**src/rtl/core/dsfe_pkg.sv**
```systemverilog
`default_nettype none

package dsfe_pkg;

   // framing codes
   localparam logic [7:0] DLE_CODE = 8'h10;
   localparam logic [7:0] STX_CODE = 8'h02;
   localparam logic [7:0] ETX_CODE = 8'h03;
   // length byte carries the payload count plus this bias
   localparam logic [7:0] LEN_BIAS = 8'h02;

   // one classified payload byte, handed from front to back
   typedef struct packed {
      logic [7:0] data;
      logic [7:0] len_byte;
      logic [7:0] csum;
      logic       first;
      logic       last;
   } cmd_type;

   // line byte being produced by the back sequencer
   typedef enum logic [9:0] {
      PH_HDR_DLE  = 10'b0000000001,
      PH_HDR_STX  = 10'b0000000010,
      PH_LEN      = 10'b0000000100,
      PH_LEN_DUP  = 10'b0000001000,
      PH_DATA     = 10'b0000010000,
      PH_DATA_DUP = 10'b0000100000,
      PH_SUM      = 10'b0001000000,
      PH_SUM_DUP  = 10'b0010000000,
      PH_TRL_DLE  = 10'b0100000000,
      PH_TRL_ETX  = 10'b1000000000
   } phase_type;

endpackage

`default_nettype wire

```
**src/rtl/core/dsfe_req_if.sv**
```systemverilog
`default_nettype none

interface dsfe_req_if;
   logic       valid;
   logic       ready;
   logic [7:0] payload_byte;
   logic       first_byte;
   logic       last_byte;
   logic [7:0] payload_length;

   modport source (output valid, payload_byte, first_byte, last_byte, payload_length,
                   input ready);
   modport sink (input valid, payload_byte, first_byte, last_byte, payload_length,
                 output ready);
endinterface

`default_nettype wire

```
**src/rtl/core/dsfe_rsp_if.sv**
```systemverilog
`default_nettype none

interface dsfe_rsp_if;
   logic       valid;
   logic       ready;
   logic [7:0] frame_byte;
   logic       run_last;
   logic       frame_end;

   modport source (output valid, frame_byte, run_last, frame_end, input ready);
   modport sink (input valid, frame_byte, run_last, frame_end, output ready);
endinterface

`default_nettype wire

```
**src/rtl/core/dle_stuffed_frame_encoder_unit.sv**
```systemverilog
// DLE framing encoder: payload bytes come in on req_ch with first/last marks and
// the message length; stuffed line bytes leave on rsp_ch, one per cycle while
// rsp_ch is ready. A first byte opens the frame with DLE, STX and a length byte
// (length + 2), every 0x10 in length, payload or checksum is sent twice, and a
// last byte closes the frame with the 8-bit additive checksum, DLE and ETX (ETX
// flagged by frame_end, and run_last marks the final line byte of each request).
// One request expands to 1 to 10 line bytes, which the back sequencer sends in
// turn while it holds the request; the front takes a new request every cycle
// while the QUEUE_DEPTH entry queue has room, so with rsp_ch ready plain payload
// bytes stream at one per cycle and a doubled 0x10 adds one more line byte.
`default_nettype none

module dle_stuffed_frame_encoder_unit
   import dsfe_pkg::*;
#(
   parameter int QUEUE_DEPTH = 2
)
(
   input  logic       clock,
   input  logic       reset,
   dsfe_req_if.sink   req_ch,
   dsfe_rsp_if.source rsp_ch
);

   logic    push;
   logic    pop;
   logic    queue_full;
   logic    head_valid;
   cmd_type push_cmd;
   cmd_type head_cmd;

   // accept and checksum
   dsfe_front u_front (
      .clock      (clock),
      .reset      (reset),
      .req_ch     (req_ch),
      .queue_full (queue_full),
      .push       (push),
      .cmd        (push_cmd)
   );

   // decoupling queue
   dsfe_queue #(
      .DEPTH (QUEUE_DEPTH)
   ) u_queue (
      .clock      (clock),
      .reset      (reset),
      .push       (push),
      .cmd_in     (push_cmd),
      .full       (queue_full),
      .pop        (pop),
      .head_valid (head_valid),
      .head       (head_cmd)
   );

   // line byte sequencer
   dsfe_back u_back (
      .clock     (clock),
      .reset     (reset),
      .cmd_valid (head_valid),
      .cmd       (head_cmd),
      .pop       (pop),
      .rsp_ch    (rsp_ch)
   );

endmodule

`default_nettype wire

```
**src/rtl/core/dsfe_front.sv**
```systemverilog
`default_nettype none

module dsfe_front
   import dsfe_pkg::*;
(
   input  logic       clock,
   input  logic       reset,
   dsfe_req_if.sink   req_ch,
   input  logic       queue_full,
   output logic       push,
   output cmd_type    cmd
);

   logic [7:0] sum_ff;
   logic [7:0] sum_in;
   logic [7:0] sum_base;
   logic [7:0] sum_new;

   // take a request whenever the queue has room
   assign req_ch.ready = !queue_full;
   assign push         = req_ch.valid && req_ch.ready;

   // checksum restarts on a first byte
   assign sum_base = req_ch.first_byte ? 8'h00 : sum_ff;
   assign sum_new  = sum_base + req_ch.payload_byte;

   // classified request for the back end
   always_comb begin
      cmd.data     = req_ch.payload_byte;
      cmd.len_byte = req_ch.payload_length + LEN_BIAS;
      cmd.csum     = sum_new;
      cmd.first    = req_ch.first_byte;
      cmd.last     = req_ch.last_byte;
   end

   // running sum, cleared after a closing byte
   always_comb begin
      sum_in = sum_ff;
      if (push) begin
         sum_in = req_ch.last_byte ? 8'h00 : sum_new;
      end
   end

   always_ff @(posedge clock) begin
      if (reset) begin
         sum_ff <= 8'h00;
      end else begin
         sum_ff <= sum_in;
      end
   end

endmodule

`default_nettype wire

```
**src/rtl/core/dsfe_queue.sv**
```systemverilog
`default_nettype none

module dsfe_queue
   import dsfe_pkg::*;
#(
   parameter int DEPTH = 2
)
(
   input  logic    clock,
   input  logic    reset,
   input  logic    push,
   input  cmd_type cmd_in,
   output logic    full,
   input  logic    pop,
   output logic    head_valid,
   output cmd_type head
);

   localparam int PtrW = (DEPTH > 1) ? $clog2(DEPTH) : 1;
   localparam int CntW = $clog2(DEPTH + 1);

   cmd_type             slot_ff [DEPTH];
   logic [PtrW-1:0]     wr_ptr_ff;
   logic [PtrW-1:0]     wr_ptr_in;
   logic [PtrW-1:0]     rd_ptr_ff;
   logic [PtrW-1:0]     rd_ptr_in;
   logic [CntW-1:0]     count_ff;
   logic [CntW-1:0]     count_in;

   assign full       = (count_ff == CntW'(DEPTH));
   assign head_valid = (count_ff != '0);
   assign head       = slot_ff[rd_ptr_ff];

   // pointer and fill count update
   always_comb begin
      wr_ptr_in = wr_ptr_ff;
      rd_ptr_in = rd_ptr_ff;
      count_in  = count_ff;
      if (push) begin
         wr_ptr_in = (wr_ptr_ff == PtrW'(DEPTH - 1)) ? '0 : wr_ptr_ff + 1'b1;
      end
      if (pop) begin
         rd_ptr_in = (rd_ptr_ff == PtrW'(DEPTH - 1)) ? '0 : rd_ptr_ff + 1'b1;
      end
      if (push && !pop) begin
         count_in = count_ff + 1'b1;
      end else if (pop && !push) begin
         count_in = count_ff - 1'b1;
      end
   end

   always_ff @(posedge clock) begin
      if (reset) begin
         wr_ptr_ff <= '0;
         rd_ptr_ff <= '0;
         count_ff  <= '0;
      end else begin
         wr_ptr_ff <= wr_ptr_in;
         rd_ptr_ff <= rd_ptr_in;
         count_ff  <= count_in;
      end
   end

   // slot storage
   always_ff @(posedge clock) begin
      if (push) begin
         slot_ff[wr_ptr_ff] <= cmd_in;
      end
   end

endmodule

`default_nettype wire

```
**src/rtl/core/dsfe_back.sv**
```systemverilog
`default_nettype none

module dsfe_back
   import dsfe_pkg::*;
(
   input  logic      clock,
   input  logic      reset,
   input  logic      cmd_valid,
   input  cmd_type   cmd,
   output logic      pop,
   dsfe_rsp_if.source rsp_ch
);

   logic       rsp_valid_ff;
   logic       rsp_valid_in;
   logic [7:0] frame_byte_ff;
   logic       run_last_ff;
   logic       frame_end_ff;
   phase_type  phase_ff;
   phase_type  phase_in;
   logic       busy_ff;
   logic       busy_in;

   phase_type  cur_phase;
   phase_type  next_phase;
   logic [7:0] line_byte;
   logic       done;
   logic       load;

   // output register frees up when empty or taken
   assign load = cmd_valid && (!rsp_valid_ff || rsp_ch.ready);
   assign pop  = load && done;

   // entry point of a fresh request
   assign cur_phase = busy_ff ? phase_ff : (cmd.first ? PH_HDR_DLE : PH_DATA);

   // byte select and step to the next line byte
   always_comb begin
      line_byte  = DLE_CODE;
      next_phase = PH_DATA;
      done       = 1'b0;
      unique case (cur_phase)
         PH_HDR_DLE: begin
            line_byte  = DLE_CODE;
            next_phase = PH_HDR_STX;
         end
         PH_HDR_STX: begin
            line_byte  = STX_CODE;
            next_phase = PH_LEN;
         end
         PH_LEN: begin
            line_byte  = cmd.len_byte;
            next_phase = (cmd.len_byte == DLE_CODE) ? PH_LEN_DUP : PH_DATA;
         end
         PH_LEN_DUP: begin
            line_byte  = DLE_CODE;
            next_phase = PH_DATA;
         end
         PH_DATA: begin
            line_byte = cmd.data;
            if (cmd.data == DLE_CODE) begin
               next_phase = PH_DATA_DUP;
            end else if (cmd.last) begin
               next_phase = PH_SUM;
            end else begin
               done = 1'b1;
            end
         end
         PH_DATA_DUP: begin
            line_byte = DLE_CODE;
            if (cmd.last) begin
               next_phase = PH_SUM;
            end else begin
               done = 1'b1;
            end
         end
         PH_SUM: begin
            line_byte  = cmd.csum;
            next_phase = (cmd.csum == DLE_CODE) ? PH_SUM_DUP : PH_TRL_DLE;
         end
         PH_SUM_DUP: begin
            line_byte  = DLE_CODE;
            next_phase = PH_TRL_DLE;
         end
         PH_TRL_DLE: begin
            line_byte  = DLE_CODE;
            next_phase = PH_TRL_ETX;
         end
         PH_TRL_ETX: begin
            line_byte = ETX_CODE;
            done      = 1'b1;
         end
         default: begin
            line_byte = DLE_CODE;
            done      = 1'b1;
         end
      endcase
   end

   // sequencer and output valid
   always_comb begin
      busy_in      = busy_ff;
      phase_in     = phase_ff;
      rsp_valid_in = rsp_valid_ff;
      if (load) begin
         busy_in      = !done;
         phase_in     = next_phase;
         rsp_valid_in = 1'b1;
      end else if (rsp_ch.ready) begin
         rsp_valid_in = 1'b0;
      end
   end

   always_ff @(posedge clock) begin
      if (reset) begin
         rsp_valid_ff <= 1'b0;
         busy_ff      <= 1'b0;
         phase_ff     <= PH_DATA;
      end else begin
         rsp_valid_ff <= rsp_valid_in;
         busy_ff      <= busy_in;
         phase_ff     <= phase_in;
      end
   end

   // output payload
   always_ff @(posedge clock) begin
      if (load) begin
         frame_byte_ff <= line_byte;
         run_last_ff   <= done;
         frame_end_ff  <= (cur_phase == PH_TRL_ETX);
      end
   end

   assign rsp_ch.valid      = rsp_valid_ff;
   assign rsp_ch.frame_byte = frame_byte_ff;
   assign rsp_ch.run_last   = run_last_ff;
   assign rsp_ch.frame_end  = frame_end_ff;

   // head request stays queued while it is being expanded
   a_busy_has_cmd: assert property (@(posedge clock) disable iff (reset)
      busy_ff |-> cmd_valid)
      else $error("sequencer busy with no queued request");

   // closing byte always ends the run of its request
   a_end_is_last: assert property (@(posedge clock) disable iff (reset)
      rsp_valid_ff && frame_end_ff |-> run_last_ff)
      else $error("frame end without run last");

   // a partly expanded request keeps the sequencer busy
   a_partial_busy: assert property (@(posedge clock) disable iff (reset)
      load && !done |=> busy_ff)
      else $error("sequencer dropped a partly sent request");

   // closing byte is always ETX
   a_end_is_etx: assert property (@(posedge clock) disable iff (reset)
      rsp_valid_ff && frame_end_ff |-> frame_byte_ff == ETX_CODE)
      else $error("frame end on a byte other than ETX");

endmodule

`default_nettype wire
```
**src/flat_wrapper.sv**
```systemverilog
// flat-port wrapper written by rule: the top's interface ports become plain ports
module dle_stuffed_frame_encoder_unit_flat import dsfe_pkg::*;
#(
   parameter int QUEUE_DEPTH = 2
)
  (clock, reset, req_ch_valid, req_ch_payload_byte, req_ch_first_byte, req_ch_last_byte, req_ch_payload_length, req_ch_ready, rsp_ch_valid, rsp_ch_frame_byte, rsp_ch_run_last, rsp_ch_frame_end, rsp_ch_ready);
  dsfe_req_if req_ch_i ();
  dsfe_rsp_if rsp_ch_i ();
  input  logic clock;
  input  logic reset;
  input wire logic [$bits(req_ch_i.valid)-1:0] req_ch_valid;
  input wire logic [$bits(req_ch_i.payload_byte)-1:0] req_ch_payload_byte;
  input wire logic [$bits(req_ch_i.first_byte)-1:0] req_ch_first_byte;
  input wire logic [$bits(req_ch_i.last_byte)-1:0] req_ch_last_byte;
  input wire logic [$bits(req_ch_i.payload_length)-1:0] req_ch_payload_length;
  output wire logic [$bits(req_ch_i.ready)-1:0] req_ch_ready;
  output wire logic [$bits(rsp_ch_i.valid)-1:0] rsp_ch_valid;
  output wire logic [$bits(rsp_ch_i.frame_byte)-1:0] rsp_ch_frame_byte;
  output wire logic [$bits(rsp_ch_i.run_last)-1:0] rsp_ch_run_last;
  output wire logic [$bits(rsp_ch_i.frame_end)-1:0] rsp_ch_frame_end;
  input wire logic [$bits(rsp_ch_i.ready)-1:0] rsp_ch_ready;
  assign req_ch_i.valid = req_ch_valid;
  assign req_ch_i.payload_byte = req_ch_payload_byte;
  assign req_ch_i.first_byte = req_ch_first_byte;
  assign req_ch_i.last_byte = req_ch_last_byte;
  assign req_ch_i.payload_length = req_ch_payload_length;
  assign req_ch_ready = req_ch_i.ready;
  assign rsp_ch_valid = rsp_ch_i.valid;
  assign rsp_ch_frame_byte = rsp_ch_i.frame_byte;
  assign rsp_ch_run_last = rsp_ch_i.run_last;
  assign rsp_ch_frame_end = rsp_ch_i.frame_end;
  assign rsp_ch_i.ready = rsp_ch_ready;
  dle_stuffed_frame_encoder_unit #(.QUEUE_DEPTH(QUEUE_DEPTH)) u_core (.clock(clock), .reset(reset), .req_ch(req_ch_i), .rsp_ch(rsp_ch_i));
endmodule
```
**config.mk**
```make
export PLATFORM = sky130hd
export DESIGN_NAME = dle_stuffed_frame_encoder_unit_flat
export DESIGN_NICKNAME = d
export VERILOG_FILES = /design/src/rtl/core/dsfe_pkg.sv /design/src/rtl/core/dsfe_req_if.sv /design/src/rtl/core/dsfe_rsp_if.sv /design/src/rtl/core/dle_stuffed_frame_encoder_unit.sv /design/src/rtl/core/dsfe_front.sv /design/src/rtl/core/dsfe_queue.sv /design/src/rtl/core/dsfe_back.sv /design/src/flat_wrapper.sv
export SDC_FILE = /design/constraint.sdc
export NUM_CORES = 1
export LEC_CHECK = 0
export BUFFER_PORTS_ARGS = -buffer_cell sky130_fd_sc_hd__buf_4
export CAP_MARGIN = 10
export CORE_ASPECT_RATIO = 0.5
export CORE_MARGIN = 3
export CORE_UTILIZATION = 30
export CTS_BUF_LIST = sky130_fd_sc_hd__clkbuf_2
export CTS_CLUSTER_DIAMETER = 50
export CTS_CLUSTER_SIZE = 16
export DETAILED_ROUTE_END_ITERATION = 12
export PLACE_DENSITY = 0.46
export SLEW_MARGIN = 10
export SYNTH_ARGS = -nofsm -noshare
export SYNTH_HDL_FRONTEND = slang
export SYNTH_SLANG_ARGS = --single-unit
```
**constraint.sdc**
```tcl
create_clock -name clock -period 3 [get_ports clock]
set_input_delay 0.15 -clock clock [delete_from_list [all_inputs] [get_ports clock]]
set_output_delay 0.15 -clock clock [all_outputs]
set_load 0.05 [all_outputs]
```
==> impl_summary.log, run 1 <==
INFO  metric worstPathArrival = 3.01 ns
INFO  metric max_slew_margin = 0.617
INFO  metric cts.repair_timing.setup_buffer_count = 0
INFO  metric placed_area = around 4500 µm²
INFO  metric core_area = 12,900 µm²
INFO  metric layout_min_cycle_time = between 2 and 3 ns
INFO  metric min_path_type = in2reg
INFO  metric fp_rows = 29
INFO  metric portBuffers = 33
INFO  metric fin_tns_setup = 0 ns
INFO  metric final.period_utilization = 0.838
INFO  metric clock_path_buffers = 2
INFO  metric floorplan.die_area = 15,000 µm²
INFO  metric worstReg2RegStart = u_core.u_back.phase_ff[2]$_SDFFE_PP0P_
INFO  metric global_route_wire_length_before_repair = about 15,000 µm
INFO  metric setup-violations-final = 0
INFO  metric totalPowerFinal = approximately 3.7 mW
INFO  metric tightest_slew = ~0.57 ns
INFO  metric path_depth_of_the_worst_reg2reg_path = 9
INFO  metric drive_gt1_frac = 0.173
INFO  metric critical_path.cell_chain = nor2_1, and3_1, a41o_1, a21oi_2, o31ai_4, inv_1, ha_1, or3_1, a21oi_1
INFO  metric postSynthNetCount = around 380
INFO  metric worst_path_max_delay_cell = sky130_fd_sc_hd__dfxtp_1
INFO  metric critical_path.endpoint_type = flip-flop
INFO  metric die_width = between 150 and 200 µm
INFO  metric tritoncts_clock_tree = built
INFO  metric initial_util = 0.314
INFO  metric ctsHtreeMaxLevel = 3
INFO  metric cts_num_sinks = 86
INFO  metric detailedRoute.firstPassIterationCount = 5
INFO  metric synth_cells = around 350
INFO  metric fp.dieH = ~88 µm
INFO  metric finalHoldViolCount = 0
INFO  metric synth.top_cells.by_count = 62 x sky130_fd_sc_hd__edfxtp_1, 38 x sky130_fd_sc_hd__nor2_1, 24 x sky130_fd_sc_hd__dfxtp_1
INFO  metric pin_count = 34
INFO  metric ys_seq_area_frac = 0.578
INFO  metric timing.critical_path.from_type = flip-flop
INFO  metric synth_top_cells_by_area = sky130_fd_sc_hd__edfxtp_1 46%, sky130_fd_sc_hd__dfxtp_1 12%, sky130_fd_sc_hd__mux2i_1 3.9%
INFO  metric asyncSetResetFlopFracSynth = 0
INFO  metric synth_top_area_share = 0.459
INFO  metric path_clk_slew = approximately 0.22 ns
INFO  metric hpwl = roughly 7000 µm
INFO  metric grt_overflow = 0
INFO  metric power_per_cell_area = between 700 and 800 nW/µm²
INFO  metric multi_input_area = 1630 µm²
INFO  metric r2r_slack = a little under 0.5 ns
INFO  metric synth.lib_cells_used.distinct = 56
INFO  metric critical_path_class = reg2reg
INFO  metric post_cts_resize_count = 0
INFO  metric grt_util_all_layers = 0.134
INFO  metric detail_route.vias_per_cell = just under 5
INFO  metric pin_count_of_the_biggest_net_entering_global_routing = 31
INFO  metric areaGrowthSynthToFinish = 20.8%
INFO  metric min_from = req_ch_valid
INFO  metric gp_congestion = about 0.81
INFO  metric maximum_single_stage_delay_on_the_critical_path = 0.39 ns
INFO  metric yosys_register_bits = 86
INFO  metric p_leak = 1.74 nW
INFO  metric syn_avg_cell_area = around 12 µm²
INFO  metric worstPathMaxFanout = 6
INFO  metric ctsRootBufferMaster = sky130_fd_sc_hd__clkbuf_2
INFO  metric fmax = just under 0.4 GHz
INFO  metric outcome = completed
INFO  metric cp.required = 3.49 ns
INFO  metric cts_buffers = 9
INFO  metric final_cell_area = 4900 µm²
INFO  metric drt_drc_violations_left = 0
INFO  metric yosys_warnings = 0
INFO  metric vias_in_the_first_global_route = 2,859
INFO  metric final_net_count = between 400 and 500
INFO  metric hold_depth = 4
INFO  metric num-fill-cells = between 1k and 1.5k
INFO  metric wl_per_cell = about 16 µm
INFO  metric drt.antenna.violating_nets = 0
INFO  metric grt_setup_unrepaired = no
INFO  metric utilization = 0.379
INFO  metric final.hold.worst_slack = 0.325 ns
INFO  metric insertion_delay = between 0.5 and 0.6 ns
INFO  metric ir_worst_vdd = 0.244 mV
INFO  metric sequential_cell_area = around 2300 µm²
INFO  metric yosys.cell_count.top_type = sky130_fd_sc_hd__edfxtp_1
INFO  metric timing_max_transition_violations_final = 0
INFO  metric totalWireLength = between 9000 and 10,000 µm
INFO  metric destination_of_the_worst_hold_path = u_core.u_front.sum_ff[0]$_SDFFE_PP0P_
INFO  metric cell_taking_the_most_area_after_synthesis = sky130_fd_sc_hd__edfxtp_1
INFO  metric synth_edf_count = 62
INFO  metric drt_iter0_markers = 235
INFO  metric antenna_cells_inserted = 0
INFO  metric number_of_antenna_violations_at_the_first_check_in_global_routing = 0
INFO  metric cap_viol_max_count = 0
INFO  metric timing.rr.end = u_core.u_queue.count_ff[1]$_SDFFE_PP0P_
INFO  metric synthesis.area = 4060 µm²
INFO  metric detailroute.via_count = ~2.9k
INFO  metric worst_clock_skew = 0.0230 ns
INFO  metric ys_dominant_reg_cell = sky130_fd_sc_hd__edfxtp_1
INFO  metric holdBufCountCts = 21
==> layout by cell type, fill, tap and decap left out, types with 3 or more instances in the layout <==
cell type                        n
sky130_fd_sc_hd__edfxtp_1       62
sky130_fd_sc_hd__buf_4          38
sky130_fd_sc_hd__nor2_1         36
sky130_fd_sc_hd__dfxtp_1        24
sky130_fd_sc_hd__nand2_1        21
sky130_fd_sc_hd__dlygate4sd3_1  21
sky130_fd_sc_hd__a21oi_1        20
sky130_fd_sc_hd__mux2i_1        16
sky130_fd_sc_hd__o21ai_0        16
sky130_fd_sc_hd__nor2b_1        13
sky130_fd_sc_hd__nand3_1        10
sky130_fd_sc_hd__mux2_2         10
sky130_fd_sc_hd__xnor2_1         9
sky130_fd_sc_hd__ha_1            9
sky130_fd_sc_hd__clkbuf_2        9
sky130_fd_sc_hd__inv_1           8
sky130_fd_sc_hd__a22oi_1         7
sky130_fd_sc_hd__nand2b_1        6
sky130_fd_sc_hd__xor2_1          5
sky130_fd_sc_hd__nor3_1          4
sky130_fd_sc_hd__nand4_1         4
sky130_fd_sc_hd__and3_1          4
sky130_fd_sc_hd__nor4b_1         4
sky130_fd_sc_hd__nor4_1          4
sky130_fd_sc_hd__bufinv_16       4
sky130_fd_sc_hd__nor2_2          3
sky130_fd_sc_hd__a21o_1          3
sky130_fd_sc_hd__a31oi_1         3
==> report_power, final <==
group          leakage [nW]  switching (mW)  internal, mW  total, mW
Combinational         0.860           0.801         0.432       1.23
Clock                 0.101           0.393         0.439      0.831
Sequential            0.779           0.125          1.55       1.67
Total                  1.74            1.32          2.42       3.74
==> worst max-delay path: cells and delay by family (launching register included) <==
kind | cells | cell delay [ns]
DFF | 1 | 0.39
buffers and inverters | 1 | 0.08
AOI/OAI and AO/OA | 4 | 0.77
adders and majority gates | 1 | 0.33
and+or+nand+nor | 3 | 0.90
==> cell type report <==
class / count / area share
clock inverters: 7 / 0.0278
multi-input cells: 241 / 0.333
repair buffers: 59 / 0.101
inverters: 9 / 0.00690
well taps: 170 / 0.0434
flip-flops and latches: 86 / 0.478
clock buffers: 9 / 0.00920
==> logic make-up after synthesis <==
group / Yosys count / share of synthesized area
muxes: 28 / 0.0728
and+or+nand+nor: 122 / 0.156
adders and majority gates: 10 / 0.0327
DFF: 86 / 0.578
xor gates and xnor gates: 14 / 0.0302
buffers and inverters: 20 / 0.0213
AOI/OAI and AO/OA: 67 / 0.109
==> registers in the layout, summed over array words and instances (netlist names), named ones only <==
signal / count
u_core.u_queue.slot_ff: 52
u_core.u_back.phase_ff: 9
u_core.u_back.rsp_ch.frame_byte: 8
u_core.u_front.sum_ff: 8
u_core.u_queue.count_ff: 2
u_core.u_back.busy_ff: 1
u_core.u_back.rsp_ch.frame_end: 1
u_core.u_back.rsp_ch.run_last: 1
u_core.u_back.rsp_ch.valid: 1
u_core.u_queue.rd_ptr_ff: 1
u_core.u_queue.wr_ptr_ff: 1
==> through the flow <==
step / instances / setup slack [ns]
after floorplan: 347 / 0.134
final: 581 / 0.487
after global routing: 581 / 0.252
after global placement: 544 / 0.559
after CTS: 581 / 0.476
after detailed placement: 544 / 0.534
==> how the worst max path moves through the flow <==
stage                                       startpoint                                 endpoint  slack [ns]  cells after the start
2_1_floorplan  u_core.u_queue.count_ff[0]$_SDFFE_PP0P_   u_core.u_queue.slot_ff[0][0]$_DFFE_PP_        0.13                      4
3_3_place_gp        u_core.u_back.busy_ff$_SDFFE_PP0P_  u_core.u_queue.count_ff[1]$_SDFFE_PP0P_        0.56                      9
3_5_place_dp    u_core.u_back.phase_ff[2]$_SDFFE_PP0P_  u_core.u_queue.count_ff[1]$_SDFFE_PP0P_        0.53                      9
4_1_cts         u_core.u_back.phase_ff[2]$_SDFFE_PP0P_  u_core.u_queue.count_ff[1]$_SDFFE_PP0P_        0.48                      9
5_1_grt         u_core.u_back.phase_ff[2]$_SDFFE_PP0P_  u_core.u_queue.count_ff[1]$_SDFFE_PP0P_        0.25                      9
6_report        u_core.u_back.phase_ff[2]$_SDFFE_PP0P_  u_core.u_queue.count_ff[1]$_SDFFE_PP0P_        0.49                      9
==> routing by layer <==
layer	track usage	part of all wire
met1	0.195	0.53
met2	0.200	0.41
met3	0.0339	0.045
met4	0.0331	0.011
met5	0	0
(Power assumes the default switching activity.)
==> inputs of run 2 (changes only) <==
==> constraint.sdc (replaced) <==
create_clock -name clock -period 2.4 [get_ports clock]
set_input_delay 0.12 -clock clock [delete_from_list [all_inputs] [get_ports clock]]
set_output_delay 0.12 -clock clock [all_outputs]
set_load 0.05 [all_outputs]
==> run 2 against run 1 <==
Cell area is 2.9% higher. Clock-buffer cell count rose by 1. Critical path depth grew 1. Worst setup slack got worse by 0.38 ns. Largest power group unchanged. Total power rose by 26%. Sequential power up 25%. Worst hold slack worse by 0.020 ns.
==> impl_summary.log, run 2 (synthesis results as in run 1) <==
INFO  metric detailroute.via_count = 2,953 (+2.5%)
INFO  metric areaGrowthSynthToFinish = 24.2%
INFO  metric worst_clock_skew = 0.0238 ns (+0.000799 ns)
INFO  metric drt_iter0_markers = 178 (-24%)
INFO  metric max_slew_margin = 0.617 (about the same)
INFO  metric tightest_slew = 0.569 ns (-0.00340 ns)
INFO  metric grt_overflow = 0 (unchanged)
INFO  metric final_net_count = 450 (+2.7%)
INFO  metric setup-violations-final = 0 (unchanged)
INFO  metric die_width = 170 µm (unchanged)
INFO  metric cts_buffers = 9 (unchanged)
INFO  metric fmax = 0.437 GHz (+9.8%)
INFO  metric layout_commonest_cell = sky130_fd_sc_hd__edfxtp_1
INFO  metric most-common-layout-cells = 62 x sky130_fd_sc_hd__edfxtp_1, 48 x sky130_fd_sc_hd__buf_4, 36 x sky130_fd_sc_hd__nor2_1
INFO  metric fp_rows = 29 (unchanged)
INFO  metric pin_count_of_the_biggest_net_entering_global_routing = 27 (-13%)
INFO  metric largest_register_ffs = 52 (unchanged)
INFO  metric maximum_single_stage_delay_on_the_critical_path = 0.39 ns (about the same)
INFO  metric cp.required = 2.92 ns (-0.57 ns)
INFO  metric worstReg2RegStart = u_core.u_back.phase_ff[9]$_SDFFE_PP0P_
INFO  metric finalHoldViolCount = 0 (unchanged)
INFO  metric ctsRootBufferMaster = sky130_fd_sc_hd__clkbuf_2
INFO  metric clock_path_buffers = 2 (unchanged)
INFO  metric critical_path.endpoint_type = flip-flop
INFO  metric critical_path_class = reg2reg
INFO  metric pin_count = 34 (unchanged)
INFO  metric min_path_type = in2reg
INFO  metric critical_path.cell_chain = and2b_4, and4b_4, and3_4, a21oi_4, o31ai_4, inv_2, ha_4, xor2_1, or3_1, a21oi_1
INFO  metric gp_congestion = 0.832 (+3.3%)
INFO  metric hpwl = 7380 µm (+4.2%)
INFO  metric floorplan.die_area = 15,000 µm² (unchanged)
INFO  metric antenna_cells_inserted = 0 (unchanged)
INFO  metric final.hold.worst_slack = 0.306 ns (-0.0198 ns)
INFO  metric drt_drc_violations_left = 0 (unchanged)
INFO  metric ctsHtreeMaxLevel = 3 (unchanged)
INFO  metric detailedRoute.firstPassIterationCount = 4 (-1)
INFO  metric fin_tns_setup = 0 ns (unchanged)
INFO  metric timing.rr.end = u_core.u_queue.count_ff[1]$_SDFFE_PP0P_
INFO  metric outcome = completed
INFO  metric final.period_utilization = 0.954 (+0.116)
INFO  metric global_route_wire_length_before_repair = 15,600 µm (+2.4%)
INFO  metric drt.antenna.violating_nets = 0 (unchanged)
INFO  metric ir_worst_vdd = 0.287 mV (+18%)
INFO  metric fp.dieH = 88.2 µm (unchanged)
INFO  metric max_flop_register = u_core.u_queue.slot_ff
INFO  metric layout_min_cycle_time = 2.29 ns (-0.224 ns)
INFO  metric number_of_antenna_violations_at_the_first_check_in_global_routing = 0 (unchanged)
INFO  metric worst_path_max_delay_cell = sky130_fd_sc_hd__dfxtp_2
INFO  metric r2r_slack = 0.11 ns (-0.38 ns)
INFO  metric initial_util = 0.314 (unchanged)
INFO  metric detail_route.vias_per_cell = 4.98 (+0.39%)
INFO  metric p_leak = 1.80 nW (+3.4%)
INFO  metric path_depth_of_the_worst_reg2reg_path = 10 (+1)
INFO  metric path_clk_slew = 0.24 ns (+0.02 ns)
INFO  metric drive_gt1_frac = 0.225 (+0.0518)
INFO  metric layout_top_registers = u_core.u_queue.slot_ff: 52 flops, u_core.u_back.phase_ff: 9 flops
INFO  metric worstPathArrival = 2.80 ns (-0.21 ns)
INFO  metric wl_per_cell = 17.0 µm (+3.0%)
INFO  metric insertion_delay = 0.56 ns (+0.02 ns)
INFO  metric cts_num_sinks = 86 (unchanged)
INFO  metric worstPathMaxFanout = 5 (-1)
INFO  metric power_per_cell_area = 937 nW/µm² (+23%)
INFO  metric vias_in_the_first_global_route = 2,900 (+1.4%)
INFO  metric num-fill-cells = 1,251 (-1.4%)
INFO  metric worst_setup_path_startpoint = u_core.u_back.phase_ff[9]$_SDFFE_PP0P_
INFO  metric portBuffers = 33 (unchanged)
INFO  metric timing_max_transition_violations_final = 0 (unchanged)
INFO  metric core_area = 12,900 µm² (unchanged)
INFO  metric cap_viol_max_count = 0 (unchanged)
INFO  metric totalWireLength = 10,100 µm (+5.1%)
INFO  metric timing.critical_path.from_type = flip-flop
INFO  metric tritoncts_clock_tree = built
INFO  metric endpoint = u_core.u_queue.count_ff[1]$_SDFFE_PP0P_
INFO  metric grt_util_all_layers = 0.137 (+0.00302)
-- run 2: cell types whose count changed in the layout (fill, tap and decap cells not counted), sizes merged --
cell / change
buf: +11
clkinv: -1
clkinvlp: +1
bufinv: -1
clkbuf: +1
dlygate4sd3: +1
-- run 2: repair_timing --
item,in CTS,in global routing
setup buffers,0,1
hold endpoints to repair,61,0
hold buffers,22,0
pin swaps,0,1
cloned,0,0
gates resized for setup,1,14
endpoints found under the setup margin,1,1
-- run 2: critical path, delay by kind of cell (launching register included) --
family,cells,cell delay (ns)
AO/OA/AOI/OAI,3,0.44
AND/OR/NAND/NOR,4,1.04
XOR/XNOR,1,0.14
buffers and inverters,1,0.08
flip-flops,1,0.39
adder cells (fa/ha/maj),1,0.16
-- run 2: where the power goes --
group,switching (mW),internal [mW],leakage [nW]
combinational,1.04,0.637,0.927
clock,0.497,0.451,0.0898
sequential,0.156,1.94,0.782
total,1.70,3.03,1.80
-- run 2: worst min-delay path by stage --
stage,from,end,slack [ns],depth (start not counted)
after floorplan,req_ch_last_byte,u_core.u_queue.slot_ff[0][0]$_DFFE_PP_,0.22,0
after global placement,req_ch_payload_length[0],u_core.u_queue.slot_ff[1][10]$_DFFE_PP_,0.32,1
after detailed placement,req_ch_payload_length[0],u_core.u_queue.slot_ff[1][10]$_DFFE_PP_,0.31,1
after CTS,req_ch_payload_byte[7],u_core.u_queue.slot_ff[0][25]$_DFFE_PP_,0.27,2
after global routing,req_ch_payload_byte[5],u_core.u_queue.slot_ff[1][23]$_DFFE_PP_,0.25,2
final,req_ch_payload_length[0],u_core.u_queue.slot_ff[0][10]$_DFFE_PP_,0.31,2
-- run 2: cell type report --
type | count | area, µm² | area share
repair buffers | 71 | 601 | 0.119
well taps | 170 | 213 | 0.0422
inverters | 9 | 33.8 | 0.00671
clock buffers | 10 | 50.0 | 0.00994
clock inverters | 6 | 110 | 0.0219
flip-flops and latches | 86 | 2350 | 0.467
multi-input cells | 241 | 1680 | 0.333
-- run 2: metal layers --
layer	GRT usage	vias up	part of all wire
met2	0.202	85	0.42
met5	0	-	0
met3	0.0366	11	0.056
met4	0.0331	0	0.012
li1	-	1438	-
met1	0.201	1419	0.52
-- run 2: through the flow --
step | std cells | power [mW] | util | area (µm²) | worst slack [ns]
floorplan | 347 | 3.16 | - | 4060 | -0.0403
global placement | 554 | 3.73 | 0.356 | 4590 | 0.102
detailed placement | 554 | 3.75 | 0.356 | 4590 | 0.00930
CTS | 592 | 4.72 | 0.385 | 4970 | 0.0141
global route | 593 | 4.99 | 0.390 | 5040 | -0.00577
finish | 593 | 4.72 | 0.390 | 5040 | 0.110
==> inputs of run 3 (changes only) <==
--- a/config.mk
+++ b/config.mk
@@ -5,7 +5,7 @@
 export SDC_FILE = /design/constraint.sdc
 export NUM_CORES = 1
 export LEC_CHECK = 0
-export BUFFER_PORTS_ARGS = -buffer_cell sky130_fd_sc_hd__buf_4
+export BUFFER_PORTS_ARGS = -buffer_cell sky130_fd_sc_hd__buf_2
 export CAP_MARGIN = 10
 export CORE_ASPECT_RATIO = 0.5
 export CORE_MARGIN = 3
@@ -14,7 +14,7 @@
 export CTS_CLUSTER_DIAMETER = 50
 export CTS_CLUSTER_SIZE = 16
 export DETAILED_ROUTE_END_ITERATION = 12
-export PLACE_DENSITY = 0.46
+export PLACE_DENSITY = 0.5
 export SLEW_MARGIN = 10
 export SYNTH_ARGS = -nofsm -noshare
 export SYNTH_HDL_FRONTEND = slang
==> run 3 against run 2 <==
Flip-flop and latch count stayed put. Critical endpoint unchanged. Sequential power hardly changed. Non-clock buffer count is 2 higher. Via count is 1.5% lower. Total power is 9.2% lower. Die area stayed put. Sequential share of layout area is 1.5 points higher.
==> impl_summary.log, run 3 (synthesis results as in run 1) <==
INFO  metric cts_buffers = 9 (unchanged)
INFO  metric finalHoldViolCount = 0 (unchanged)
INFO  metric grt_overflow = 0 (unchanged)
INFO  metric cts_num_sinks = 86 (unchanged)
INFO  metric core_area = 12,900 µm² (unchanged)
INFO  metric layout_commonest_cell = sky130_fd_sc_hd__edfxtp_1
INFO  metric final_net_count = 452 (+0.44%)
INFO  metric worstReg2RegStart = u_core.u_back.phase_ff[9]$_SDFFE_PP0P_
INFO  metric layout_top_registers = u_core.u_queue.slot_ff: 52 flops, u_core.u_back.phase_ff: 9 flops
INFO  metric timing.rr.end = u_core.u_queue.count_ff[1]$_SDFFE_PP0P_
INFO  metric pin_count_of_the_biggest_net_entering_global_routing = 28 (+3.7%)
INFO  metric insertion_delay = 0.54 ns (-0.02 ns)
INFO  metric maximum_single_stage_delay_on_the_critical_path = 0.39 ns (about the same)
INFO  metric largest_register_ffs = 52 (unchanged)
INFO  metric critical_path.endpoint_type = flip-flop
INFO  metric layout_min_cycle_time = 2.29 ns (-0.00407 ns)
INFO  metric cp.required = 2.88 ns (-0.04 ns)
INFO  metric drt_iter0_markers = 211 (+19%)
INFO  metric gp_congestion = 0.848 (+2.0%)
INFO  metric final.period_utilization = 0.952 (-0.00170)
INFO  metric floorplan.die_area = 15,000 µm² (unchanged)
INFO  metric timing_max_transition_violations_final = 0 (unchanged)
INFO  metric tightest_slew = 0.526 ns (-0.0429 ns)
INFO  metric global_route_wire_length_before_repair = 15,200 µm (-2.9%)
INFO  metric pin_count = 34 (unchanged)
INFO  metric min_path_type = in2reg
INFO  metric drive_gt1_frac = 0.231 (+0.00600)
INFO  metric power_per_cell_area = 879 nW/µm² (-6.2%)
INFO  metric max_slew_margin = 0.649 (+0.0321)
INFO  metric antenna_cells_inserted = 0 (unchanged)
INFO  metric totalWireLength = 9510 µm (-5.5%)
INFO  metric ctsHtreeMaxLevel = 3 (unchanged)
INFO  metric worstPathArrival = 2.77 ns (-0.03 ns)
INFO  metric worstPathMaxFanout = 5 (unchanged)
INFO  metric most-common-layout-cells = 62 x sky130_fd_sc_hd__edfxtp_1, 35 x sky130_fd_sc_hd__nor2_1, 33 x sky130_fd_sc_hd__buf_2
INFO  metric detailroute.via_count = 2,909 (-1.5%)
INFO  metric areaGrowthSynthToFinish = 20.2%
INFO  metric fp_rows = 29 (unchanged)
INFO  metric path_depth_of_the_worst_reg2reg_path = 9 (-1)
INFO  metric timing.critical_path.from_type = flip-flop
INFO  metric path_clk_slew = 0.22 ns (-0.02 ns)
INFO  metric ctsRootBufferMaster = sky130_fd_sc_hd__clkbuf_2
INFO  metric worstPathBufferInverterCount = 1 (unchanged)
INFO  metric cap_viol_max_count = 0 (unchanged)
INFO  metric drt.antenna.violating_nets = 0 (unchanged)
INFO  metric detail_route.vias_per_cell = 4.89 (-1.8%)
INFO  metric clock_path_buffers = 2 (unchanged)
INFO  metric setup-violations-final = 0 (unchanged)
INFO  metric r2r_slack = 0.11 ns (about the same)
INFO  metric wl_per_cell = 16.0 µm (-5.8%)
INFO  metric vias_in_the_first_global_route = 2,840 (-2.1%)
INFO  metric critical_path_class = reg2reg
INFO  metric portBuffers = 33 (unchanged)
INFO  metric outcome = completed
INFO  metric worst_path_max_delay_cell = sky130_fd_sc_hd__dfxtp_2
INFO  metric ir_worst_vdd = 0.250 mV (-13%)
INFO  metric initial_util = 0.314 (unchanged)
INFO  metric min_from = req_ch_payload_length[0]
INFO  metric hpwl = 6850 µm (-7.2%)
INFO  metric fp.dieH = 88.2 µm (unchanged)
INFO  metric tritoncts_clock_tree = built
INFO  metric hold_depth = 2 (unchanged)
INFO  metric number_of_antenna_violations_at_the_first_check_in_global_routing = 0 (unchanged)
INFO  metric critical_path_cell_count = 9 (-1)
INFO  metric drt_drc_violations_left = 0 (unchanged)
INFO  metric utilization = 0.377 (-0.0126)
INFO  metric fmax = 0.438 GHz (+0.18%)
INFO  metric fin_tns_setup = 0 ns (unchanged)
INFO  metric critical_path.cell_chain = and2b_4, and4b_4, and3_4, a21oi_4, o31ai_4, inv_2, ha_4, or3_1, a21oi_1
INFO  metric max_flop_register = u_core.u_queue.slot_ff
INFO  metric p_leak = 1.74 nW (-3.2%)
INFO  metric detailedRoute.firstPassIterationCount = 4 (unchanged)
INFO  metric worst_clock_skew = 0.0230 ns (-0.000730 ns)
INFO  metric grt_util_all_layers = 0.132 (-0.00437)
INFO  metric die_width = 170 µm (unchanged)
INFO  metric crit_family = simple AND/OR/NAND/NOR gates
INFO  metric destination_of_the_worst_hold_path = u_core.u_queue.slot_ff[0][10]$_DFFE_PP_
-- run 3: cell types whose count changed in the layout (fill, tap and decap cells not counted), sizes merged --
cell and delta:
buf +2, bufinv -3, clkinv +3
-- run 3: what timing repair did --
item / 4_1_cts / 5_1_grt
endpoints found under the hold margin: 47 / 0
buffers inserted: 0 / 0
hold buffers: 22 / 0
resized for setup: 0 / 16
endpoints found under the setup margin: 0 / 1
-- run 3: layer usage --
| layer | share of wire | vias to the layer above | GRT usage |
|---|---|---|---|
| li1 | - | 1444 | - |
| met1 | 0.53 | 1404 | 0.196 |
| met2 | 0.42 | 56 | 0.193 |
| met3 | 0.044 | 5 | 0.0339 |
| met4 | 0.0076 | 0 | 0.0346 |
| met5 | 0 | - | 0 |
-- run 3: power breakdown --
part,internal [mW],total [mW],switching [mW]
clock,0.127,0.603,0.476
combinational,0.568,1.60,1.04
sequential,1.94,2.08,0.145
-- run 3: stage by stage --
stage / hold WS, ns / cell area, µm² / cells / power [mW] / setup slack [ns]
floorplan: 0.219 / 4060 / 347 / 3.16 / -0.0403
global placement: 0.321 / 4520 / 557 / 3.66 / 0.125
detailed placement: 0.313 / 4520 / 557 / 3.65 / 0.0976
CTS: 0.268 / 4820 / 595 / 4.28 / 0.0256
global route: 0.255 / 4870 / 595 / 4.55 / -0.00182
finish: 0.303 / 4870 / 595 / 4.29 / 0.114
-- run 3: area by class of cell --
cell class	instances	area (µm²)
Inverter	9	33.8
Tap cell	170	213
Multi-Input combinational cell	241	1680
Clock inverter	6	28.8
Clock buffer	10	50.0
Fill cell	1301	8040
Sequential cell	86	2350
Timing Repair Buffer	73	520
-- run 3: worst max-delay path by stage --
stage                                                 start  slack [ns]                                 endpoint
floorplan           u_core.u_queue.count_ff[0]$_SDFFE_PP0P_       -0.04   u_core.u_queue.slot_ff[0][0]$_DFFE_PP_
global placement     u_core.u_back.phase_ff[9]$_SDFFE_PP0P_        0.12  u_core.u_queue.count_ff[1]$_SDFFE_PP0P_
detailed placement                                flip-flop         0.1  u_core.u_queue.count_ff[1]$_SDFFE_PP0P_
CTS                      u_core.u_back.busy_ff$_SDFFE_PP0P_        0.03  u_core.u_queue.count_ff[1]$_SDFFE_PP0P_
global route         u_core.u_back.phase_ff[9]$_SDFFE_PP0P_      -0.002  u_core.u_queue.count_ff[1]$_SDFFE_PP0P_
finish               u_core.u_back.phase_ff[9]$_SDFFE_PP0P_        0.11  u_core.u_queue.count_ff[1]$_SDFFE_PP0P_
